## src/design/dlps_pkg.sv

```systemverilog
`timescale 1ns / 1ps

package dlps_pkg;

    // Sample and phase formats
    localparam int SAMPLE_W         = 16;
    localparam int PHASE_BITS       = 24;
    localparam int STEP_W           = 18;
    localparam int WINDOW_W         = 12;
    localparam int FRAC_W           = 16;
    // Distance between the two taps, in delay units: window << HALF_SHIFT
    localparam int HALF_SHIFT       = PHASE_BITS - 1 - (PHASE_BITS - FRAC_W);

    // Gain table, sin^2(pi*k/N) in Q16
    localparam int GAIN_TABLE_DEPTH = 256;
    localparam int GAIN_IDX_W       = $clog2(GAIN_TABLE_DEPTH);
    localparam int GAIN_W           = 17;

    // Shared multiplier operand and product widths
    localparam int MUL_A_W          = 33;
    localparam int MUL_B_W          = 18;
    localparam int PROD_W           = MUL_A_W + MUL_B_W;

    // Interpolated tap, sample scaled by 2^16
    localparam int TAP_W            = 32;

    // Configuration register indexes
    localparam int CFG_IDX_W        = 2;
    localparam logic [CFG_IDX_W-1:0] CFG_PHASE_STEP = 2'd0;
    localparam logic [CFG_IDX_W-1:0] CFG_WINDOW     = 2'd1;

    localparam logic [STEP_W-1:0]   STEP_RESET   = '0;
    localparam logic [WINDOW_W-1:0] WINDOW_RESET = 12'd960;

    localparam longint unsigned PI_Q30  = 64'd3373259426;
    localparam longint          ONE_Q30 = 64'd1073741824;

    typedef logic [GAIN_W-1:0] t_gain_table [GAIN_TABLE_DEPTH];

    // Integer Taylor series of sin up to theta^13, squared, rounded to Q16
    function automatic t_gain_table build_gain_table();
        t_gain_table     tbl;
        longint unsigned u;
        longint unsigned theta;
        longint unsigned th2;
        longint unsigned term;
        longint unsigned s2;
        longint unsigned g;
        longint          sum;
        for (int k = 0; k < GAIN_TABLE_DEPTH; k++) begin
            u = longint'(k);
            if (2 * k > GAIN_TABLE_DEPTH) begin
                u = longint'(GAIN_TABLE_DEPTH - k);
            end
            theta = (PI_Q30 * u) / GAIN_TABLE_DEPTH;
            th2   = (theta * theta) >> 30;
            term  = theta;
            sum   = longint'(theta);
            for (int n = 1; n <= 6; n++) begin
                term = (term * th2) >> 30;
                unique case (n)
                    1:       term = term / 64'd6;
                    2:       term = term / 64'd20;
                    3:       term = term / 64'd42;
                    4:       term = term / 64'd72;
                    5:       term = term / 64'd110;
                    default: term = term / 64'd156;
                endcase
                if (n % 2 == 1) begin
                    sum = sum - longint'(term);
                end else begin
                    sum = sum + longint'(term);
                end
            end
            if (sum < 0) begin
                sum = 0;
            end
            if (sum > ONE_Q30) begin
                sum = ONE_Q30;
            end
            s2 = (longint'(sum) * longint'(sum)) >> 30;
            g  = (s2 + 64'd8192) >> 14;
            if (g > 64'd65536) begin
                g = 64'd65536;
            end
            tbl[k] = GAIN_W'(g);
        end
        return tbl;
    endfunction

    localparam t_gain_table GAIN_TABLE = build_gain_table();

endpackage

```

## src/design/dlps_mul.sv

```systemverilog
`timescale 1ns / 1ps

// Shared signed multiplier, product registered
module dlps_mul (
    input  logic                                i_clk,
    input  logic signed [dlps_pkg::MUL_A_W-1:0] i_a,
    input  logic signed [dlps_pkg::MUL_B_W-1:0] i_b,
    output logic signed [dlps_pkg::PROD_W-1:0]  o_p
);
    import dlps_pkg::*;

    logic signed [PROD_W-1:0] r_p;

    always_ff @(posedge i_clk) begin
        r_p <= i_a * i_b;
    end

    assign o_p = r_p;

endmodule
```

## config.mk

```make
export PLATFORM = sky130hd
export DESIGN_NAME = dlps_mul
export DESIGN_NICKNAME = d
export VERILOG_FILES = /design/src/design/dlps_pkg.sv /design/src/design/dlps_mul.sv
export SDC_FILE = /design/constraint.sdc
export NUM_CORES = 2
export LEC_CHECK = 0
export BUFFER_PORTS_ARGS = -buffer_cell sky130_fd_sc_hd__buf_4
export CORE_MARGIN = 5
export CORE_UTILIZATION = 40
export DETAILED_ROUTE_END_ITERATION = 16
export HOLD_SLACK_MARGIN = 0.02
export PLACE_DENSITY = 0.62
export RECOVER_POWER = 50
export REMOVE_ABC_BUFFERS = 1
export SYNTH_ARGS = -nofsm -noshare
export SYNTH_HDL_FRONTEND = slang
export SYNTH_SLANG_ARGS = --single-unit
export TNS_END_PERCENT = 5
```

## constraint.sdc

```tcl
create_clock -name i_clk -period 7.1 [get_ports i_clk]
set_input_delay 0.355 -clock i_clk [delete_from_list [all_inputs] [get_ports i_clk]]
set_output_delay 0.355 -clock i_clk [all_outputs]
set_load 0.1 [all_outputs]
```

==> summary.txt <==
Outcome
  • Status: finished, final reports clean

Cells and area
  • Fin nets: between 3000 and 4000
  • Fraction of layout cells with a size suffix above 1: 3.84%
  • Fin cells: 3033
  • # diodes: 0
  • Fillers: 5150
  • Most common cell after layout, fill and taps aside: inv_1
  • Multi-input logic area: 17500 um^2
  • Register Area: 1020 um^2
  • Max reg flops: 51
  • Syn-to-layout area delta: 6.01%
  • Most frequent cells in the layout: inv_1 (618), fa_1 (569), nand2_1 (358)

Timing
  • Final-report setup violation count: 0
  • Worst-Margin Slew: 1.26 ns
  • Fin crit share: 92.2%
  • Worst slew margin: 16.1%
  • F_max: 153 MHz
  • RSZ-0062 raised after global routing: false
  • Min cycle time layout: 6.55 ns
  • Setup TNS: 0 ns
  • Final-report hold violation count: 0
  • Final Slew Violations: 0

Flow run
  • Total of max-cap violations: 0

Floorplanning
  • I/O pin cnt: 103
  • Die Ht: 241 um
  • Die W: 241 um
  • Initial Util: 40.4%
  • Rows: 84
  • Core footprint: 52700 um^2
  • Die ar.: 57900 um^2

Critical path
  • Cell repeated most along the worst path: fa_1
  • Crit path cell chain: buf_4 -> nand2_1 -> fa_1 -> fa_1 -> fa_1 -> inv_1 -> fa_1 -> fa_1 -> inv_1 -> fa_1 -> inv_1 -> ha_1 -> a21oi_1 -> o2111ai_1 -> a221oi_1 -> nor2b_1 -> a31oi_4 -> o31ai_2 -> a311oi_4 -> o221ai_2 -> a21oi_2 -> xnor2_1
  • CP Max Fanout: 33
  • Top delay family on crit path: adder cells
  • Worst path bufs/invs: 4
  • Critical Path AT: 6.80 ns
  • Critical Path Start Type: primary input
  • Critical path required time: roughly 7.4 ns
  • Crit path kind: primary input to register
  • Slowest cell on crit path: fa_1
  • Crit. End Element: register
  • Crit-path max cell delay: ~0.53 ns

Route
  • Met3 wire len: 3460 um
  • Drt initial violations: 796
  • Routed len/inst: 18.0 um
  • Routed length on met1: 23000 um
  • First-pass detailed-route iteration total: 5
  • Vias: between 10000 and 15000
  • Drt drc: 0
  • Avg Vias per Cell: between 4 and 5
  • Met2 wire len: around 27000 um
  • Routed Antenna Nets: 0
  • Total routed wirelength: 54600 um
  • DR top layer: met4

Logic synthesis
  • Post-Synthesis Cells: 2328
  • Seq cells post-synth: 51
  • Yosys top cell area share: 53.6%
  • Area leader, netlist: fa_1
  • Yosys warns: 0
  • Syn_area_per_cell: 9.14 um^2
  • Cell variety after synth: 58
  • Ys async rst share: 0%
  • Post-synthesis sequential area ratio: 4.80%
  • Top_reg_cell synth: dfxtp_1
  • Netlist Area Pre-Place: 21300 um^2
  • Synth top area cells: fa_1 (54%), inv_1 (11%), ha_1 (7.2%)
  • EDFF count, synth: 0

Global route
  • All-Layer GR Usage: 19.9%
  • Initial antenna violation count: 1
  • First-pass GRT wire length: 91000 um
  • GRT overflow: 0
  • Largest net degree at the start of global routing: 34
  • Vias in the first global route: ~17000

Clocking
  • Hold_buf cts: 0
  • Setup Fix Bufs, Post-CTS: 0
  • Clk buf depth: 2
  • Root buf cell: clkbuf_16
  • CTS tree: built
  • Cts bufs inserted: 5
  • CTS Sinks: 51
  • CTS HTree Levels: 2
  • Post-CTS Resized: 0
  • Worst-path clk slew: roughly 0.070 ns

Worst hold path
  • HP Start: i_a[0]
  • Hold depth: 2
  • Worst hold path type: primary input to register
  • Hold path endpoint: o_p[0]$_DFF_P_

Place
  • GP Congestion: 0.932
  • Hpwl dp: 43700 um
  • Post-Place Cells: 3025
  • Port bufs: about 100
==> final cells by class <==
cell class                 instances  share of cell area [%]
clock buffer                       5                   0.555
inverter                         618                    10.3
multi-input combinational       1555                    77.7
clock inverter                     3                   0.117
tap                              688                    3.82
timing repair buffer             113                    2.95
sequential                        51                    4.53
==> through the flow <==
| stage | worst slack, ns | hold WS (ns) | util [%] | instance area, um^2 |
|---|---|---|---|---|
| 2_1_floorplan | 1.22 | 0.477 | - | 20900 |
| 3_3_place_gp | 0.420 | 0.815 | 42.9 | 22600 |
| 3_5_place_dp | 0.249 | 0.818 | 42.9 | 22600 |
| 4_1_cts | 0.586 | 0.460 | 43.2 | 22700 |
| 5_1_grt | 0.265 | 0.461 | 42.8 | 22500 |
| 6_report | 0.555 | 0.471 | 42.8 | 22500 |
==> cells in the mapped netlist, types with 5 or more instances <==
library cell,count
a21o_1,11
nand2b_1,7
nor2_1,48
inv_1,618
nand2_1,358
xor2_1,11
ha_1,123
o211ai_1,5
fa_1,569
o21a_1,9
nand3_1,6
dfxtp_1,51
a21oi_1,40
o21ai_0,23
xnor2_1,43
nor3_1,8
clkbuf_1,101
and2_1,231
nor2b_1,6
==> per-layer routing <==
layer | vias up | global-route usage [%]
li1 | 6645 | -
met1 | 7789 | 26.7
met2 | 445 | 34.2
met3 | 81 | 3.38
met4 | 0 | 4.59
met5 | - | 0
==> worst max-delay path by stage <==
stage                                  to  slack, ns  depth (start not counted)  startpoint
after floorplan           o_p[45]$_DFF_P_       1.22                         21     i_b[17]
after global placement    o_p[45]$_DFF_P_       0.42                         22      i_b[3]
after detailed placement  o_p[45]$_DFF_P_       0.25                         22      i_b[3]
after CTS                 o_p[45]$_DFF_P_       0.59                         22      i_b[3]
after global routing      o_p[49]$_DFF_P_       0.27                         22      i_b[3]
final                     o_p[45]$_DFF_P_       0.55                         22      i_b[3]
==> kinds of logic (layout without fill, tap and decap cells) <==
kind of cell,after synthesis,after routing,share of synthesized area (%)
fa+ha+maj,692,692,60.8
flops,51,51,4.80
xor+xnor,54,54,2.22
buf+inv,722,739,12.8
compound gates,129,129,4.18
simple gates,680,680,15.2
Power is not shown: default switching activity piles up to over one toggle a cycle in this logic, so the estimate is an artifact.
